## src/design/playfair_digraph_cipher_defines.svh

```systemverilog
// ----------------------------------------------------------------------------
// playfair cipher assertion macros
// shared concurrent check forms, clocked and reset-qualified
// ----------------------------------------------------------------------------
`ifndef PLAYFAIR_DIGRAPH_CIPHER_DEFINES_SVH
`define PLAYFAIR_DIGRAPH_CIPHER_DEFINES_SVH

// consequent must hold in the same cycle as the antecedent
`define PFC_ASSERT_SAME(label, clk, rstn, ante, cons, msg) \
    label: assert property (@(posedge clk) disable iff (!(rstn)) (ante) |-> (cons)) \
        else $error(msg);

// consequent must hold in the cycle after the antecedent
`define PFC_ASSERT_NEXT(label, clk, rstn, ante, cons, msg) \
    label: assert property (@(posedge clk) disable iff (!(rstn)) (ante) |=> (cons)) \
        else $error(msg);

`endif

```

## src/design/pfc_pkg.sv

```systemverilog
// ----------------------------------------------------------------------------
// pfc_pkg
// word types, function codes and letter constants of the playfair cipher
// ----------------------------------------------------------------------------
package pfc_pkg;

    // input word function codes
    typedef enum logic [1:0] {
        FUNC_CLEAR  = 2'd0,
        FUNC_KEY    = 2'd1,
        FUNC_FINISH = 2'd2,
        FUNC_TEXT   = 2'd3
    } pfc_func_t;

    // input word
    typedef struct packed {
        pfc_func_t   func;
        logic [4:0]  letter;
        logic        last;
    } pfc_in_t;

    // result word
    typedef struct packed {
        logic [4:0]  out_letter;
        logic        out_last;
    } pfc_out_t;

    // letter codes
    localparam logic [4:0] LET_I = 5'd8;
    localparam logic [4:0] LET_J = 5'd9;
    localparam logic [4:0] LET_X = 5'd23;
    localparam logic [4:0] LET_Z = 5'd25;

    // grid geometry
    localparam int         ALPHA_N = 26;
    localparam logic [4:0] GRID_N  = 5'd25;
    localparam logic [2:0] SIDE    = 3'd5;

endpackage

```

## src/design/pfc_out_stage.sv

```systemverilog
// ----------------------------------------------------------------------------
// pfc_out_stage
// result register between the cipher sequencer and the m_ channel
// ----------------------------------------------------------------------------
module pfc_out_stage import pfc_pkg::*; (
    input  logic     aclk,
    input  logic     aresetn,
    input  logic     push,
    input  pfc_out_t push_word,
    output logic     space,
    output logic     m_valid,
    input  logic     m_ready,
    output pfc_out_t m_data
);

    logic     valid_reg;
    pfc_out_t word_reg;

    // room when empty or draining this cycle
    assign space   = !valid_reg || m_ready;
    assign m_valid = valid_reg;
    assign m_data  = word_reg;

    // valid flag
    always_ff @(posedge aclk) begin
        if (!aresetn) begin
            valid_reg <= 1'b0;
        end else if (push) begin
            valid_reg <= 1'b1;
        end else if (m_ready) begin
            valid_reg <= 1'b0;
        end
    end

    // payload
    always_ff @(posedge aclk) begin
        if (push) begin
            word_reg <= push_word;
        end
    end

endmodule

```

## src/design/playfair_digraph_cipher.sv

```systemverilog
// A text word that closes a pair passes the slot read, grid read and result registers and
// holds the input through ST_SLOT, ST_EMIT_A and ST_EMIT_B (the two EMIT states twice for a
// doubled letter at message end); the result side can stall it. Clear, key letter and
// opening text words stay in idle; finish walks the alphabet one letter per cycle over the
// single grid write port. Reset clears seen flags, fill index, held letter and mode; grid and
// slot memory contents are kept and are only valid once written.
// ----------------------------------------------------------------------------
// playfair_digraph_cipher
// 5x5 playfair cipher: key grid build and digraph encrypt/decrypt over
// synchronous grid and slot memories
// ----------------------------------------------------------------------------
`include "playfair_digraph_cipher_defines.svh"

module playfair_digraph_cipher import pfc_pkg::*; (
    input  logic     aclk,
    input  logic     aresetn,
    input  logic     s_valid,
    output logic     s_ready,
    input  pfc_in_t  s_data,
    output logic     m_valid,
    input  logic     m_ready,
    output pfc_out_t m_data,
    input  logic     cfg_valid,
    output logic     cfg_ready,
    input  logic     cfg_data
);

    typedef enum logic [2:0] {
        ST_IDLE,
        ST_FILL,
        ST_SLOT,
        ST_EMIT_A,
        ST_EMIT_B
    } state_t;

    // row of a grid slot below 25
    function automatic logic [2:0] row_of(input logic [4:0] p);
        logic [2:0] r;
        if (p >= 5'd20) r = 3'd4;
        else if (p >= 5'd15) r = 3'd3;
        else if (p >= 5'd10) r = 3'd2;
        else if (p >= 5'd5) r = 3'd1;
        else r = 3'd0;
        return r;
    endfunction

    // column of a grid slot given its row
    function automatic logic [2:0] col_of(input logic [4:0] p, input logic [2:0] r);
        logic [4:0] t;
        t = p - {r, 2'b00} - {2'b00, r};
        return t[2:0];
    endfunction

    // one step around a row or column, forward or back
    function automatic logic [2:0] step_mod(input logic [2:0] x, input logic back);
        logic [3:0] s;
        s = {1'b0, x} + (back ? {1'b0, SIDE - 3'd1} : 4'd1);
        if (s >= {1'b0, SIDE}) s = s - {1'b0, SIDE};
        return s[2:0];
    endfunction

    // slot from row and column
    function automatic logic [4:0] slot_at(input logic [2:0] r, input logic [2:0] c);
        return {r, 2'b00} + {2'b00, r} + {2'b00, c};
    endfunction

    state_t     state_reg;
    logic       mode_reg;
    logic [ALPHA_N-1:0] seen_reg;
    logic [4:0] fill_reg;
    logic [4:0] held_letter_reg;
    logic       held_valid_reg;
    logic [4:0] walk_reg;
    logic       seen_a_reg;
    logic       seen_b_reg;
    logic       last_reg;
    logic       rep_reg;
    logic [4:0] oa_reg;
    logic [4:0] ob_reg;

    // key grid and letter position memories
    logic [4:0] grid_mem [GRID_N];
    logic [4:0] slot_mem [ALPHA_N];
    logic [4:0] slot_rd_a_reg;
    logic [4:0] slot_rd_b_reg;
    logic [4:0] grid_rd_reg;

    logic       accept;
    logic [4:0] letter_in;
    logic       letter_ok;
    logic [4:0] place_letter;
    logic       place_req;
    logic       place_en;
    logic       pair_go;
    logic [4:0] pair_a;
    logic [4:0] pair_b;
    logic       pair_last;
    logic       pair_rep;
    logic       held_valid_next;
    logic [4:0] held_letter_next;
    logic       text_go;
    logic [4:0] pos_a;
    logic [4:0] pos_b;
    logic [2:0] ra, ca, rb, cb;
    logic [4:0] oa_calc;
    logic [4:0] ob_calc;
    logic       grid_rd_en;
    logic [4:0] grid_rd_addr;
    logic       out_space;
    logic       out_push;
    pfc_out_t   out_word;

    assign s_ready   = (state_reg == ST_IDLE);
    assign accept    = s_valid && s_ready;
    assign cfg_ready = 1'b1;

    // J folds into I
    assign letter_in = (s_data.letter == LET_J) ? LET_I : s_data.letter;
    assign letter_ok = (letter_in <= LET_Z);

    // letter placement, shared by key words and the finish walk
    assign place_letter = (state_reg == ST_FILL) ? walk_reg : letter_in;
    assign place_req    = (state_reg == ST_FILL) ||
                          (accept && s_data.func == FUNC_KEY);
    assign place_en     = place_req && (place_letter <= LET_Z) &&
                          (place_letter != LET_J) && (fill_reg < GRID_N) &&
                          !seen_reg[place_letter];

    // text word pairing decision
    always_comb begin
        pair_go          = 1'b0;
        pair_a           = held_letter_reg;
        pair_b           = LET_X;
        pair_last        = s_data.last;
        pair_rep         = 1'b0;
        held_valid_next  = held_valid_reg;
        held_letter_next = held_letter_reg;
        if (!letter_ok) begin
            // bad letter: only a last mark flushes a held letter
            if (s_data.last && held_valid_reg) begin
                pair_go         = 1'b1;
                held_valid_next = 1'b0;
            end
        end else if (!held_valid_reg) begin
            if (s_data.last) begin
                pair_go = 1'b1;
                pair_a  = letter_in;
            end else begin
                held_letter_next = letter_in;
                held_valid_next  = 1'b1;
            end
        end else if (!mode_reg && held_letter_reg == letter_in) begin
            // doubled letter: pad with X, same letter opens next pair
            pair_go         = 1'b1;
            pair_rep        = s_data.last;
            held_valid_next = !s_data.last;
        end else begin
            pair_go         = 1'b1;
            pair_b          = letter_in;
            held_valid_next = 1'b0;
        end
    end

    assign text_go = accept && (s_data.func == FUNC_TEXT) && pair_go;

    // slot lookup result to cipher slots
    assign pos_a   = seen_a_reg ? slot_rd_a_reg : 5'd0;
    assign pos_b   = seen_b_reg ? slot_rd_b_reg : 5'd0;
    assign ra      = row_of(pos_a);
    assign ca      = col_of(pos_a, ra);
    assign rb      = row_of(pos_b);
    assign cb      = col_of(pos_b, rb);

    always_comb begin
        if (ra == rb) begin
            oa_calc = slot_at(ra, step_mod(ca, mode_reg));
            ob_calc = slot_at(rb, step_mod(cb, mode_reg));
        end else if (ca == cb) begin
            oa_calc = slot_at(step_mod(ra, mode_reg), ca);
            ob_calc = slot_at(step_mod(rb, mode_reg), cb);
        end else begin
            oa_calc = slot_at(ra, cb);
            ob_calc = slot_at(rb, ca);
        end
    end

    // result push and grid read scheduling
    assign out_push = ((state_reg == ST_EMIT_A) || (state_reg == ST_EMIT_B)) && out_space;
    assign out_word.out_letter = grid_rd_reg;
    assign out_word.out_last   = (state_reg == ST_EMIT_B) && last_reg && !rep_reg;

    always_comb begin
        grid_rd_en   = 1'b0;
        grid_rd_addr = oa_reg;
        unique case (state_reg)
            ST_SLOT: begin
                grid_rd_en   = 1'b1;
                grid_rd_addr = oa_calc;
            end
            ST_EMIT_A: begin
                grid_rd_en   = out_push;
                grid_rd_addr = ob_reg;
            end
            ST_EMIT_B: begin
                grid_rd_en   = out_push && rep_reg;
                grid_rd_addr = oa_reg;
            end
            default: begin
                grid_rd_en   = 1'b0;
                grid_rd_addr = oa_reg;
            end
        endcase
    end

    // grid memory
    always_ff @(posedge aclk) begin
        if (place_en) begin
            grid_mem[fill_reg] <= place_letter;
        end
        if (grid_rd_en) begin
            grid_rd_reg <= grid_mem[grid_rd_addr];
        end
    end

    // letter position memory, two read ports
    always_ff @(posedge aclk) begin
        if (place_en) begin
            slot_mem[place_letter] <= fill_reg;
        end
        if (text_go) begin
            slot_rd_a_reg <= slot_mem[pair_a];
            slot_rd_b_reg <= slot_mem[pair_b];
        end
    end

    // sequencer and key state
    always_ff @(posedge aclk) begin
        if (!aresetn) begin
            state_reg      <= ST_IDLE;
            mode_reg       <= 1'b0;
            seen_reg       <= '0;
            fill_reg       <= '0;
            held_valid_reg <= 1'b0;
            held_letter_reg <= '0;
            walk_reg       <= '0;
            rep_reg        <= 1'b0;
            last_reg       <= 1'b0;
        end else begin
            if (cfg_valid) begin
                mode_reg <= cfg_data;
            end
            if (place_en) begin
                seen_reg[place_letter] <= 1'b1;
                fill_reg               <= fill_reg + 5'd1;
            end
            unique case (state_reg)
                ST_IDLE: begin
                    if (accept) begin
                        unique case (s_data.func)
                            FUNC_CLEAR: begin
                                seen_reg       <= '0;
                                fill_reg       <= '0;
                                held_valid_reg <= 1'b0;
                            end
                            FUNC_KEY: begin
                                state_reg <= ST_IDLE;
                            end
                            FUNC_FINISH: begin
                                walk_reg  <= '0;
                                state_reg <= ST_FILL;
                            end
                            FUNC_TEXT: begin
                                held_valid_reg  <= held_valid_next;
                                held_letter_reg <= held_letter_next;
                                if (pair_go) begin
                                    seen_a_reg <= seen_reg[pair_a];
                                    seen_b_reg <= seen_reg[pair_b];
                                    last_reg   <= pair_last;
                                    rep_reg    <= pair_rep;
                                    state_reg  <= ST_SLOT;
                                end
                            end
                            default: begin
                                state_reg <= ST_IDLE;
                            end
                        endcase
                    end
                end
                ST_FILL: begin
                    walk_reg <= walk_reg + 5'd1;
                    if (walk_reg == LET_Z) begin
                        state_reg <= ST_IDLE;
                    end
                end
                ST_SLOT: begin
                    oa_reg    <= oa_calc;
                    ob_reg    <= ob_calc;
                    state_reg <= ST_EMIT_A;
                end
                ST_EMIT_A: begin
                    if (out_push) begin
                        state_reg <= ST_EMIT_B;
                    end
                end
                ST_EMIT_B: begin
                    if (out_push) begin
                        if (rep_reg) begin
                            rep_reg   <= 1'b0;
                            state_reg <= ST_EMIT_A;
                        end else begin
                            state_reg <= ST_IDLE;
                        end
                    end
                end
                default: begin
                    state_reg <= ST_IDLE;
                end
            endcase
        end
    end

    // result register
    pfc_out_stage u_out_stage (
        .aclk      (aclk),
        .aresetn   (aresetn),
        .push      (out_push),
        .push_word (out_word),
        .space     (out_space),
        .m_valid   (m_valid),
        .m_ready   (m_ready),
        .m_data    (m_data)
    );

    // checks
    `PFC_ASSERT_SAME(a_fill_count, aclk, aresetn, 1'b1, $countones(seen_reg) == int'(fill_reg), "fill index out of step with placed letters")
    `PFC_ASSERT_SAME(a_place_room, aclk, aresetn, place_en, fill_reg < GRID_N, "letter placed into a full grid")
    `PFC_ASSERT_SAME(a_held_letter, aclk, aresetn, held_valid_reg, (held_letter_reg <= LET_Z) && (held_letter_reg != LET_J), "held letter is not a grid letter")
    `PFC_ASSERT_NEXT(a_pair_start, aclk, aresetn, text_go, state_reg == ST_SLOT, "pair lookup did not start after text word")

endmodule

```

## config.mk

```make
export PLATFORM = sky130hd
export DESIGN_NAME = playfair_digraph_cipher
export DESIGN_NICKNAME = d
export VERILOG_FILES = /design/src/design/pfc_pkg.sv /design/src/design/pfc_out_stage.sv /design/src/design/playfair_digraph_cipher.sv
export VERILOG_INCLUDE_DIRS = /design/src /design/src/design
export SDC_FILE = /design/constraint.sdc
export NUM_CORES = 1
export LEC_CHECK = 0
export BUFFER_PORTS_ARGS = -buffer_cell sky130_fd_sc_hd__buf_2
export CORE_ASPECT_RATIO = 1.4
export CORE_MARGIN = 4
export CORE_UTILIZATION = 26
export CTS_BUF_LIST = sky130_fd_sc_hd__clkbuf_8
export CTS_CLUSTER_SIZE = 30
export DETAILED_ROUTE_END_ITERATION = 10
export HOLD_SLACK_MARGIN = 0.03
export REMOVE_ABC_BUFFERS = 1
export SYNTH_ARGS = -nofsm -noshare
export SYNTH_HDL_FRONTEND = slang
export SYNTH_SLANG_ARGS = --single-unit
```

## constraint.sdc

```tcl
create_clock -name aclk -period 5.5 [get_ports aclk]
set_input_delay 1.1 -clock aclk [delete_from_list [all_inputs] [get_ports aclk]]
set_output_delay 1.1 -clock aclk [all_outputs]
set_load 0.03 [all_outputs]
```

# After elaboration in Yosys (flattened, before gate mapping)
# Memories as Yosys holds them, arrays and structs flattened. A register that Yosys moved wholly into a read port is not among the register bits.
# Cells that the tools add are included.
[classes] shift=0 bitwise_logic=3 multipliers=0 eq_ne=23 reduce_logical=37 muxes=84 div_mod_pow=0 n_lt_le_gt_ge=19 add_sub_neg=24
[op_table] op="2-to-1 mux 26 bit" count=4
[op_table] op="2-to-1 mux 5 bit" count=20
[op_table] op="2-to-1 mux 3 bit" count=18
[op_table] op="adder 5 x 3 -> 5 bit" count=10
[op_table] op="2-to-1 mux 1 bit" count=26
[op_table] op="OR 26 bit" count=1
[op_table] op=">= comparator 5 x 4 -> 1 bit (second input constant)" count=4
[op_table] op="one-hot mux 5 bit (2 select lines)" count=2
[op_table] op="< comparator 5 x 6 -> 1 bit (second input constant)" count=3
[op_table] op="adder 3 x 3 -> 4 bit" count=4
[op_table] op=">= comparator 4 x 3 -> 1 bit (second input constant)" count=4
[op_table] op="binary-select mux 1 bit (select 5 bit)" count=3
[op_table] op="logical AND 1 bit" count=15
[op_table] op="one-hot mux 3 bit (5 select lines)" count=1
[op_table] op="AND reduction 6 bit" count=2
[op_table] op="subtractor 3 bit" count=4
[op_table] op="subtractor 3 bit (second input constant)" count=4
[op_table] op="adder 5 x 1 -> 5 bit (second input constant)" count=2
[op_table] op=">= comparator 5 x 3 -> 1 bit (second input constant)" count=2
[op_table] op=">= comparator 5 bit (second input constant)" count=2
[op_table] op="<= comparator 5 bit (second input constant)" count=2
[op_table] op="2-to-1 mux 2 bit" count=5
[op_table] op="!= test 2 x 1 -> 1 bit (second input constant)" count=5
[op_table] op="AND reduction 5 bit" count=2
[op_table] op="other kinds (28)" count=45
[totals] mem_count=2 latch_bits=0 reg_bits=67 input_bits=14 romBits=0 ram_bits=255
[memory_table] memory="slot_mem" words=26 word_bits=5 rd=2 rd_ports_with_merged_regs=2 write_ports=1 line="playfair_digraph_cipher.sv:83" source="logic [4:0] slot_mem [ALPHA_N];"
[memory_table] memory="grid_mem" words=25 word_bits=5 rd=1 rd_ports_with_merged_regs=1 write_ports=1 line="playfair_digraph_cipher.sv:82" source="logic [4:0] grid_mem [GRID_N];"

# Depth between registers and ports, before layout
# Gate-level depths: netlist (run 1).
[logic_depth] word_depth=16 mapped_depth=27

# By module
# A second synthesis (run 1) with hierarchy kept.
[hier_totals] cells_unflattened=1488 hier_area_um2=17604.4
[by_module_without_submodules] module="playfair_digraph_cipher" instances=1 area_per_inst_um2=17375.4 cells_each=1478
[by_module_without_submodules] module="pfc_out_stage" instances=1 area_per_inst_um2=229.0 cells_each=10

# Worst setup path after synthesis (run 1)
# OpenSTA, ideal clock, no wires.
[synth_timing] kind="reg2reg" startpoint="register seen_a_reg" endpoint="register grid_rd_reg[3] (read register of grid_mem) (data pin)" arrival_ns=5.415 n_path_buf=1 path_slack_ns=-0.176 path_stages_with_launch=24 synth_period_minus_slack_ns=5.676 required_time_ns=5.240 path_cell_list="edfxtp_1 -> clkbuf_1 -> nand2_1 -> or2_2 -> and2_1 -> ha_1 -> fa_1 -> xor2_1 -> xnor2_2 -> ha_1 -> xnor2_1 -> a21oi_1 -> a311oi_1 -> mux2_2 -> ha_1 -> a21o_1 -> a21oi_1 -> nor2_1 -> o21ai_0 -> nor4bb_1 -> o31a_1 -> nand3_1 -> o211ai_1 -> nor3_1"
[synth_between] elab_chain_cells=16
[synth_lines] item="start: declaration" line="playfair_digraph_cipher.sv:74" source="logic seen_a_reg;"
[synth_lines] item="start signal: assignment" line="playfair_digraph_cipher.sv:276" source="seen_a_reg <= seen_reg[pair_a];"
[synth_lines] item="2-to-1 mux 5 bit (*)" line="playfair_digraph_cipher.sv:167" source="assign pos_a = seen_a_reg ? slot_rd_a_reg : 5'd0;"
[synth_lines] item="parallel branches: the longest is 13 deep, another holds >= comparator 5 x 3 -> 1 bit"
[synth_lines] item="2-to-1 mux 5 bit (*)" line="playfair_digraph_cipher.sv:175" source="if (ra == rb) begin"
[synth_lines] item="one-hot mux 5 bit (2 select lines) (*)" line="playfair_digraph_cipher.sv:195" source="unique case (state_reg)"
[synth_lines] item="end: declaration" line="playfair_digraph_cipher.sv:86" source="logic [4:0] grid_rd_reg;"
# Every way passes the cells marked *. The select of a mux whose other input is x is not followed.
# A chain may end at the register's enable or synchronous reset.

# Worst setup path after layout (run 1)
[layout_timing] startpoint="register slot_rd_a_reg[1] (read register of slot_mem)" endpoint="register grid_rd_reg[4] (read register of grid_mem) (data pin)"
[layout_between] elab_chain_cells=16
[layout_lines] item="start: declaration" line="playfair_digraph_cipher.sv:84" source="logic [4:0] slot_rd_a_reg;"
[layout_lines] item="2-to-1 mux 5 bit (*)" line="playfair_digraph_cipher.sv:167"
[layout_lines] item="parallel branches: the longest is 13 deep, another holds >= comparator 5 x 3 -> 1 bit"
[layout_lines] item="2-to-1 mux 5 bit (*)" line="playfair_digraph_cipher.sv:175"
[layout_lines] item="one-hot mux 5 bit (2 select lines) (*)" line="playfair_digraph_cipher.sv:195"
# Marks and branches as above.

==> results.toml, run 1 <==
[final_layout]
final_area_um2 = 20420
area_delta_synth_final_pct = 16.84
drive_above_1_share_pct = 18.10
layout.cells.most_common_list = "sky130_fd_sc_hd__edfxtp_1 (288), sky130_fd_sc_hd__nand2_1 (190), sky130_fd_sc_hd__nor2_1 (90), sky130_fd_sc_hd__buf_4 (69), sky130_fd_sc_hd__and2_1 (63)"
nNetsFinal = 1643
final.fill_count = 6677
multi_input_comb_area_um2 = 7669
final_common_cell = "sky130_fd_sc_hd__edfxtp_1"
largest_register_ff_count = 130
sequential_standard_cell_area_um2 = 9629

[floorplan]
num_io_pins = 23
starting_utilization_of_the_core_area_pct = 26.21
chipHeight_um = 314.8
dieWidth_um = 227.1
core_area_um2 = 66700
dieArea_um2 = 71500
std_cell_rows = 112

[pwr]
highest_ir_drop_seen_on_vdd_mv = 0.1481
internal_power_mw = 4.093
net_switching_power_mw = 1.519
clockPowerShare_pct = 35.8
power.leakage_nw = 7.102
p_comb_share_pct = 14.0
switching_share_pct = 27.07
p_seq_share_pct = 50.2
power_density_nw_per_um2 = 274.7
total_power_mw = 5.611

[sta]
hold_viol = 0
relSlewSlack_pct = 17.50
totalNegativeSetupSlack_ps = -11.38
max_freq_mhz = 181.4
setup_slack_ps = -11.38
number_of_max_slew_violations_in_the_final_report = 0
final_min_period_over_clock_period_pct = 100.2
setup_viol_count_final = 1
period_needed_ps = 5511
rsz_0062_raised_after_global_routing = "true"
timing_worst_slew_pin_value_ps = 1232
clock_skew_ps = 47.38

[critical_path]
worst_setup_path_start_kind = "register"
path_cells = "o211ai_1, a31oi_4, and2_4, ha_4, fa_2, xor2_2, xnor2_2, ha_4, xnor2_4, a21oi_2, a311oi_2, buf_4, mux2_4, inv_1, fa_2, and2_1, o31a_2, a221oi_1, buf_4, o211ai_1, o211ai_1, nor3_1"
worst-setup-path-type = "reg -> reg"
timing.critical_path.to_type = "register"
arrival_ps = 5890
crit_path_max_fanout = 11
critical-path-max-stage-delay_ps = 450
crit_path_top_delay_cell = "sky130_fd_sc_hd__edfxtp_1"
cp_top_family = "compound AO/OA/AOI/OAI gates"
path_buf_inv = 3
cell_repeated_most_along_the_worst_path = "sky130_fd_sc_hd__o211ai_1"
cp_data_required_time_ps = 5880

[clock_tree]
clock_buffer_count_from_cts = 50
cts.path.max_buffers = 3
clockRootBuffer = "sky130_fd_sc_hd__clkbuf_8"
tritoncts_num_sinks = 337
tritoncts = "yes"
cts.reportedPaths.clkPinSlew_ps = 70
worstSkewPairLatency_ps = 630
cts.hold.buffers_added = 0
htree_levels = 2

[yosys]
synth_cells = 1499
commonest_register_cell_after_synthesis = "sky130_fd_sc_hd__edfxtp_1"
synth_enable_flop_cells = 288
synth_seq_area_share_pct = 55.09
mappedNetlistArea_um2 = 17480
synthesis.yosys.warnings = 0
synth.ff_latch_count = 337
synth_area_per_cell_um2 = 11.66
synth_async_sr_flop_share_pct = 0
synth_unique_cells = 74

[routing]
vias = 12758
drt_wl_total_um = 49170
drtAntennaViolNets = 0
detail_route.first_pass.iterations = 5
drt-vias-per-instance = 5.171
wire_per_inst_um = 19.93
drt_iter0_markers = 950
route.detailed.drc = 0

[place]
place_hpwl_um = 33180
placement.cell_area_um2 = 18970
globalplace.congestion = 0.9224
port_buffers = 21

[global_routing]
gr-usage-all-layers_pct = 13.17
grt-ovfl-total = 0
grt_pass1_wl_um = 74060
first_global_vias = 12690
pin_count_of_the_biggest_net_entering_global_routing = 73
antenna_found_initial = 3

[outcome]
run_status = "finished with violations"
violations = "setup timing"

[hold_path]
timing.hold.worst.class = "reg -> reg"

[job]
max_cap_viol_count = 0
[repair_timing]
item	in CTS	in global routing
setup endpoints to repair	5	6
endpoints found under the hold margin	0	0
gates resized for setup	6	59
buffers inserted	1	10
gates cloned	0	4
pin swaps	7	31
[path summary, 6_finish.rpt]
check                                       from  slack, ps  cells past startpoint                     to
worst max-delay path            slot_rd_a_reg[1]        -10                     22         grid_rd_reg[4]
worst min-delay path              grid_rd_reg[2]        440                      0  u_out_stage.m_data[3]
worst max register to register  slot_rd_a_reg[1]        -10                     22         grid_rd_reg[4]
worst min register to register    grid_rd_reg[2]        440                      0  u_out_stage.m_data[3]
[synthesized netlist by cell type, types with 39 or more instances]
library cell	instances	share of area [%]
sky130_fd_sc_hd__a211oi_1	61	2.6
sky130_fd_sc_hd__a31oi_1	46	1.6
sky130_fd_sc_hd__and2_1	64	2.3
sky130_fd_sc_hd__clkbuf_1	61	1.3
sky130_fd_sc_hd__dfxtp_1	49	5.6
sky130_fd_sc_hd__edfxtp_1	288	49
sky130_fd_sc_hd__ha_1	51	3.7
sky130_fd_sc_hd__inv_1	47	1.0
sky130_fd_sc_hd__mux2i_1	58	3.3
sky130_fd_sc_hd__nand2_1	193	4.1
sky130_fd_sc_hd__nor2_1	93	2.0
sky130_fd_sc_hd__o22ai_1	39	1.4
[power by group through the flow]
stage / logic [mW] / clock network [mW] / registers [mW]
after floorplan: 0.453 / 0 / 2.87
after global placement: 0.698 / 0 / 2.87
after CTS: 0.722 / 2.07 / 2.81
after detailed placement: 0.714 / 0 / 2.87
final: 0.788 / 2.01 / 2.81
after global routing: 0.853 / 2.17 / 2.81
[final cells by class]
cell class                      instances  share of cell area [%]
Clock buffer                           52                   3.504
Tap cell                              855                   5.238
Antenna cell                            4                 0.04901
Multi-Input combinational cell       1026                   37.55
Sequential cell                       337                   47.15
Inverter                               49                  0.9005
Timing Repair Buffer                  104                   4.343
Clock inverter                         40                   1.274
[layer usage]
layer / up-vias / track usage (%) / part of all wire [%]
met5: - / 0 / 0
li1: 5838 / - / -
met3: 136 / 1.835 / 5.8
met2: 494 / 23.80 / 52
met4: 0 / 5.861 / 4.3
met1: 6290 / 15.39 / 38
[per-stage QoR]
stage,hold WS [ps],instances,utilization [%],setup WS (ps)
floorplan,400.3,1412,-,-1182
global placement,434.4,2358,28.44,-50.63
detailed placement,432.3,2358,28.44,-271.2
CTS,432.5,2451,29.98,5.526
global route,449.7,2464,30.61,-210.6
finish,439.3,2467,30.62,-11.38
[cell families (layout without fill, tap and decap cells)]
kind of cell	count (synthesis)	count (layout)	synth area share, %
xor gates and xnor gates	39	39	2.190
adders and majority gates	61	61	4.796
other	2	10	0.04296
muxes	90	90	6.671
buffers and inverters	140	245	3.350
AOI/OAI and AO/OA	380	380	15.78
and+or+nand+nor	450	450	12.08
DFF	337	337	55.09
Power figures use the tool's default switching activity.
==> run 2, diff against run 1 <==
CORE_MARGIN = 2   (was 4)
PLACE_DENSITY_LB_ADDON = 0.3   (was default)
==> run 2 against run 1 <==
Net effect: the run now ends clean; setup slack improved by 150 ps; count of clock-buffer cells in the layout did not move; die area fell by 3.0%; via count fell by 0.75%; largest cell class unchanged; register-to-register slack improved by 150 ps; sequential share of layout area fell by 0.47 points; clock skew fell by 12 ps; combinational power barely moved; highest routed layer is now met5; non-clock buffer count rose by 17; fmax rose by 2.8%; final area rose by 1.0%.
==> results.toml, run 2 (synthesis results as in run 1) <==
[outcome]
run_status = "completed"

[critical_path]
cp_data_required_time_ps = 5890
worst_setup_path_start_kind = "register"
regToRegSetupSlack_ps = 140
crit_path_max_fanout = 8
worst-setup-path-type = "reg -> reg"
arrival_ps = 5750
timing.critical_path.to_type = "register"

[global_routing]
pin_count_of_the_biggest_net_entering_global_routing = 73
grt_pass1_wl_um = 76490
grt-ovfl-total = 0
first_global_vias = 12835
gr-usage-all-layers_pct = 14.27
antenna_found_initial = 5

[final_layout]
final_common_cell = "sky130_fd_sc_hd__edfxtp_1"
instances_no_fill = 2484
multi_input_comb_area_um2 = 7655
sequential_standard_cell_area_um2 = 9629
final.fill_count = 6587
layout.cells.most_common_list = "sky130_fd_sc_hd__edfxtp_1 (288), sky130_fd_sc_hd__nand2_1 (192), sky130_fd_sc_hd__nor2_1 (91), sky130_fd_sc_hd__buf_4 (79), sky130_fd_sc_hd__inv_1 (63)"
drive_above_1_share_pct = 18.75
area_delta_synth_final_pct = 18.01
largest_register_ff_count = 130
nNetsFinal = 1661

[pwr]
power_density_nw_per_um2 = 277.2
highest_ir_drop_seen_on_vdd_mv = 0.1701
power.leakage_nw = 7.244

[place]
dp_slack_ps = -258.6
dp.cells = 2373
port_buffers = 21
place_hpwl_um = 34250
globalplace.congestion = 0.8941

[clock_tree]
tritoncts_num_sinks = 337
cts.hold.buffers_added = 0
cts.path.max_buffers = 3
cts.reportedPaths.clkPinSlew_ps = 70
tritoncts = "yes"
htree_levels = 2
clockRootBuffer = "sky130_fd_sc_hd__clkbuf_8"
clock_buffer_count_from_cts = 51
worstSkewPairLatency_ps = 650

[floorplan]
dieWidth_um = 223.1
num_io_pins = 23
dieArea_um2 = 69350
chipHeight_um = 310.8
std_cell_rows = 112
core_area_um2 = 66560
starting_utilization_of_the_core_area_pct = 26.26

[sta]
rsz_0062_raised_after_global_routing = "true"
final_min_period_over_clock_period_pct = 97.49
relSlewSlack_pct = 16.98
period_needed_ps = 5362
max_freq_mhz = 186.5
timing_worst_slew_pin_value_ps = 1240
setup_slack_ps = 138.3
totalNegativeSetupSlack_ps = 0
setup_viol_count_final = 0
hold_viol = 0
number_of_max_slew_violations_in_the_final_report = 0
clock_skew_ps = 35.00

[routing]
route.detailed.drc = 0
vias = 12662
wire_per_inst_um = 20.49
drtAntennaViolNets = 0
detail_route.first_pass.iterations = 5
drt_wl_total_um = 50910
drt_iter0_markers = 891
drt-vias-per-instance = 5.097

[hold_path]
timing.hold.worst.class = "reg -> reg"

[job]
max_cap_viol_count = 0
==> run 2: changes by cell type in the layout (fill, tap and decap cells not counted), sizes merged <==
cell	before	now
clkinv	22	18
inv	63	68
diode	4	2
clkbuf	54	55
bufinv	2	4
clkinvlp	2	1
buf	102	118
==> run 2: final cells by class <==
cell class	count	share of cell area [%]
flip-flops and latches	337	46.68
inverters	49	0.8916
repair buffers	121	5.162
clock inverters	42	1.480
clock buffers	52	3.469
multi-input cells	1026	37.11
diodes	2	0.02426
well taps	855	5.186
==> run 2: power by group <==
group / switching [mW] / internal [mW]
Clock: 1.03 / 1.08
Combinational: 0.489 / 0.302
Sequential: 0.0121 / 2.80
Total: 1.53 / 4.19
==> run 2: metrics by stage <==
stage	power (mW)	utilization [%]	hold WS (ps)	instance area [um^2]
floorplan	3.323	-	400.3	17090
global placement	3.586	28.67	412.3	19090
detailed placement	3.595	28.67	419.3	19090
CTS	5.719	30.35	433.9	20200
global route	5.937	30.99	445.3	20630
finish	5.718	30.99	429.5	20630
==> run 2: metal layers <==
metal  track usage (%)  vias up  part of all wire [%]
li1                  -     5870                     -
met1             16.30     6304                    39
met2             26.05      358                    52
met3             1.974      126                   4.5
met4             6.818        4                   4.7
met5                 0        -                 0.049
==> run 2: worst max-delay path, cell delays in order, from the launching register on <==
cell and delay, ps:
sky130_fd_sc_hd__edfxtp_1 440, sky130_fd_sc_hd__o211ai_1 300, sky130_fd_sc_hd__a31oi_4 130, sky130_fd_sc_hd__and2_4 160, sky130_fd_sc_hd__ha_1 190, sky130_fd_sc_hd__fa_2 550
sky130_fd_sc_hd__inv_2 60, sky130_fd_sc_hd__ha_4 260, sky130_fd_sc_hd__inv_1 50, sky130_fd_sc_hd__ha_1 190, sky130_fd_sc_hd__inv_1 50, sky130_fd_sc_hd__a21oi_1 60
sky130_fd_sc_hd__a311oi_2 330, sky130_fd_sc_hd__buf_4 190, sky130_fd_sc_hd__xnor2_2 110, sky130_fd_sc_hd__ha_2 180, sky130_fd_sc_hd__inv_1 40, sky130_fd_sc_hd__fa_2 510
sky130_fd_sc_hd__and2_4 140, sky130_fd_sc_hd__buf_4 120, sky130_fd_sc_hd__o31ai_4 50, sky130_fd_sc_hd__buf_6 160, sky130_fd_sc_hd__buf_6 130, sky130_fd_sc_hd__clkbuf_16 160
sky130_fd_sc_hd__a221oi_4 220, sky130_fd_sc_hd__o211ai_1 120, sky130_fd_sc_hd__o211ai_1 130, sky130_fd_sc_hd__nor3_1 80
==> run 2: timing repair <==
action,4_1_cts,5_1_grt
setup endpoints to repair,5,5
resized for setup,9,55
gates cloned,1,5
pin swaps,4,28
setup buffers,2,9
==> run 2: worst paths after layout <==
check / cells after the start / endpoint / from
max: 27 / grid_rd_reg[4] / slot_rd_a_reg[1]
min: 0 / u_out_stage.m_data[5] / grid_rd_reg[4]
max reg2reg: 27 / grid_rd_reg[4] / slot_rd_a_reg[1]
min reg2reg: 0 / u_out_stage.m_data[5] / grid_rd_reg[4]
==> run 3, diff against run 2 <==
CELL_PAD_IN_SITES_DETAIL_PLACEMENT = 0   (was default)
CELL_PAD_IN_SITES_GLOBAL_PLACEMENT = 1   (was default)
==> run 3 against run 2 <==
Net effect: fmax down 0.97%; non-clock buffer count is 17 higher; first-iteration DRC count is 1.1% higher; clock skew up 4.9 ps; critical path depth is 2 lower; wire length up 2.9%; register-to-register slack worse by 50 ps; clock power is 7% higher; cell count up 0.76%; global-route usage grew 0.62 points; combinational power grew 4.4%; critical endpoint is now grid_rd_reg[1]; highest routed layer unchanged.
==> results.toml, run 3 (synthesis results as in run 1) <==
[outcome]
run_status = "completed"

[critical_path]
timing.critical_path.to_type = "register"
worst-setup-path-type = "reg -> reg"
worst_setup_path_start_kind = "register"
arrival_ps = 5800
number_of_cells_on_the_worst_reg_to_reg_path = 25
worstReg2RegEnd = "grid_rd_reg[1]"
crit_path_max_fanout = 7
cp_data_required_time_ps = 5890
regToRegSetupSlack_ps = 90
crit-reg2reg-launch = "slot_rd_a_reg[1]"

[pwr]
highest_ir_drop_seen_on_vdd_mv = 0.1327
power.leakage_nw = 7.348
total_power_mw = 5.899
power_density_nw_per_um2 = 282.9

[floorplan]
std_cell_rows = 112
chipHeight_um = 310.8
core_area_um2 = 66560
num_io_pins = 23
dieArea_um2 = 69350
starting_utilization_of_the_core_area_pct = 26.26
dieWidth_um = 223.1

[final_layout]
area_delta_synth_final_pct = 19.30
largest_register_ff_count = 130
final.fill_count = 6725
final_common_cell = "sky130_fd_sc_hd__edfxtp_1"
drive_above_1_share_pct = 20.64
layout.cells.most_common_list = "sky130_fd_sc_hd__edfxtp_1 (288), sky130_fd_sc_hd__nand2_1 (190), sky130_fd_sc_hd__buf_4 (103), sky130_fd_sc_hd__nor2_1 (89), sky130_fd_sc_hd__and2_1 (63)"
nNetsFinal = 1681

[routing]
drt-vias-per-instance = 5.020
drtAntennaViolNets = 0
detail_route.first_pass.iterations = 5
vias = 12564
route.detailed.drc = 0
wire_per_inst_um = 20.94
drt_iter0_markers = 901
drt_wl_total_um = 52410

[clock_tree]
clock_buffer_count_from_cts = 54
tritoncts_num_sinks = 337
cts.reportedPaths.clkPinSlew_ps = 60
clockRootBuffer = "sky130_fd_sc_hd__clkbuf_8"
htree_levels = 2
tritoncts = "yes"
worstSkewPairLatency_ps = 650
cts.path.max_buffers = 3

[sta]
setup_viol_count_final = 0
max_freq_mhz = 184.7
hold_viol = 0
timing_worst_slew_pin_value_ps = 1100
final_min_period_over_clock_period_pct = 98.44
number_of_max_slew_violations_in_the_final_report = 0
period_needed_ps = 5414
totalNegativeSetupSlack_ps = 0
clock_skew_ps = 39.86
relSlewSlack_pct = 26.64
rsz_0062_raised_after_global_routing = "true"

[global_routing]
first_global_vias = 12729
gr-usage-all-layers_pct = 14.89
pin_count_of_the_biggest_net_entering_global_routing = 78
grt_pass1_wl_um = 79030
grt-ovfl-total = 0
antenna_found_initial = 4

[place]
port_buffers = 21
place_hpwl_um = 35470
globalplace.congestion = 0.8139

[hold_path]
worstHoldPathCells = 0
worst_hold_startpoint = "grid_rd_reg[2]"
worstHoldEndpoint = "u_out_stage.m_data[3]"
timing.hold.worst.class = "reg -> reg"

[job]
max_cap_viol_count = 0
==> run 3: cell types whose count changed in the layout (fill, tap and decap cells not counted), sizes merged <==
| cell | delta |
|---|---|
| buf | +20 |
| inv | -5 |
| clkbuf | +3 |
| clkinvlp | +2 |
| bufinv | +1 |
| clkinv | -1 |
| diode | -1 |
==> run 3: critical path, cell delays in order, from the launching register on <==
cell                       delay [ps]
sky130_fd_sc_hd__edfxtp_1         430
sky130_fd_sc_hd__o211ai_1         320
sky130_fd_sc_hd__a31oi_4          130
sky130_fd_sc_hd__and2_4           180
sky130_fd_sc_hd__ha_4             150
sky130_fd_sc_hd__fa_2             340
sky130_fd_sc_hd__xor2_2           160
sky130_fd_sc_hd__xnor2_2          220
sky130_fd_sc_hd__ha_4             260
sky130_fd_sc_hd__xnor2_4          150
sky130_fd_sc_hd__a21oi_2           60
sky130_fd_sc_hd__a311oi_2         290
sky130_fd_sc_hd__buf_4            190
sky130_fd_sc_hd__xnor2_4          110
sky130_fd_sc_hd__ha_2             190
sky130_fd_sc_hd__inv_2             40
sky130_fd_sc_hd__fa_2             380
sky130_fd_sc_hd__xnor2_2          170
sky130_fd_sc_hd__nor2_2            80
sky130_fd_sc_hd__o31ai_4          260
sky130_fd_sc_hd__buf_6            160
sky130_fd_sc_hd__buf_12           140
sky130_fd_sc_hd__mux2i_1          210
sky130_fd_sc_hd__mux2i_1          130
sky130_fd_sc_hd__o211ai_1         330
sky130_fd_sc_hd__nor3_2            70
==> run 3: layer usage <==
layer / global-route usage [%] / share of wire, % / vias to the layer above
met5: 0 / 0.040 / -
li1: - / - / 5906
met1: 17.47 / 40 / 6222
met4: 5.674 / 3.7 / 4
met2: 27.26 / 52 / 320
met3: 2.096 / 4.4 / 112
==> run 3: repair_timing <==
action,CTS,global route
gates cloned,1,1
setup endpoints to repair,5,5
setup buffers,6,8
resized for setup,16,63
hold buffers,0,0
pin swaps,13,35
==> run 3: worst max-delay path by stage <==
| stage | startpoint | endpoint | slack [ps] | depth (start not counted) |
|---|---|---|---|---|
| after floorplan | slot_rd_a_reg[1] | grid_rd_reg[0] | -1180 | 22 |
| after global placement | slot_rd_a_reg[1] | grid_rd_reg[1] | -200 | 24 |
| after detailed placement | slot_rd_a_reg[1] | grid_rd_reg[1] | -390 | 24 |
| after CTS | slot_rd_a_reg[1] | grid_rd_reg[1] | 5 | 25 |
| after global routing | slot_rd_a_reg[1] | grid_rd_reg[0] | -180 | 26 |
| final | slot_rd_a_reg[1] | grid_rd_reg[1] | 90 | 25 |
==> run 3: area by class of cell <==
class	instances	area [um^2]	share of cell area (%)
Inverter	49	183.9	0.8819
Sequential cell	337	9629	46.17
Multi-Input combinational cell	1026	7726	37.05
Clock buffer	58	798.3	3.828
Tap cell	855	1070	5.130
Clock inverter	39	321.6	1.542
Timing Repair Buffer	138	1124	5.388
Antenna cell	1	2.502	0.01200
==> run 3: power breakdown <==
group	leakage (nW)	switching (mW)	internal, mW
clock network	0.618	1.05	1.21
registers	3.07	0.0119	2.80
logic	3.66	0.502	0.325
==> run 3: stage by stage <==
step	setup WS (ps)	hold WS, ps	utilization [%]	std cells	cell area, um^2
after global placement	-202.5	417.9	28.86	2392	19210
after CTS	4.820	417.7	30.80	2496	20500
after detailed placement	-391.2	414.7	28.86	2392	19210
final	85.65	421.2	31.33	2503	20860
after global routing	-184.0	427.9	31.33	2503	20860
after floorplan	-1182	400.3	-	1412	17090
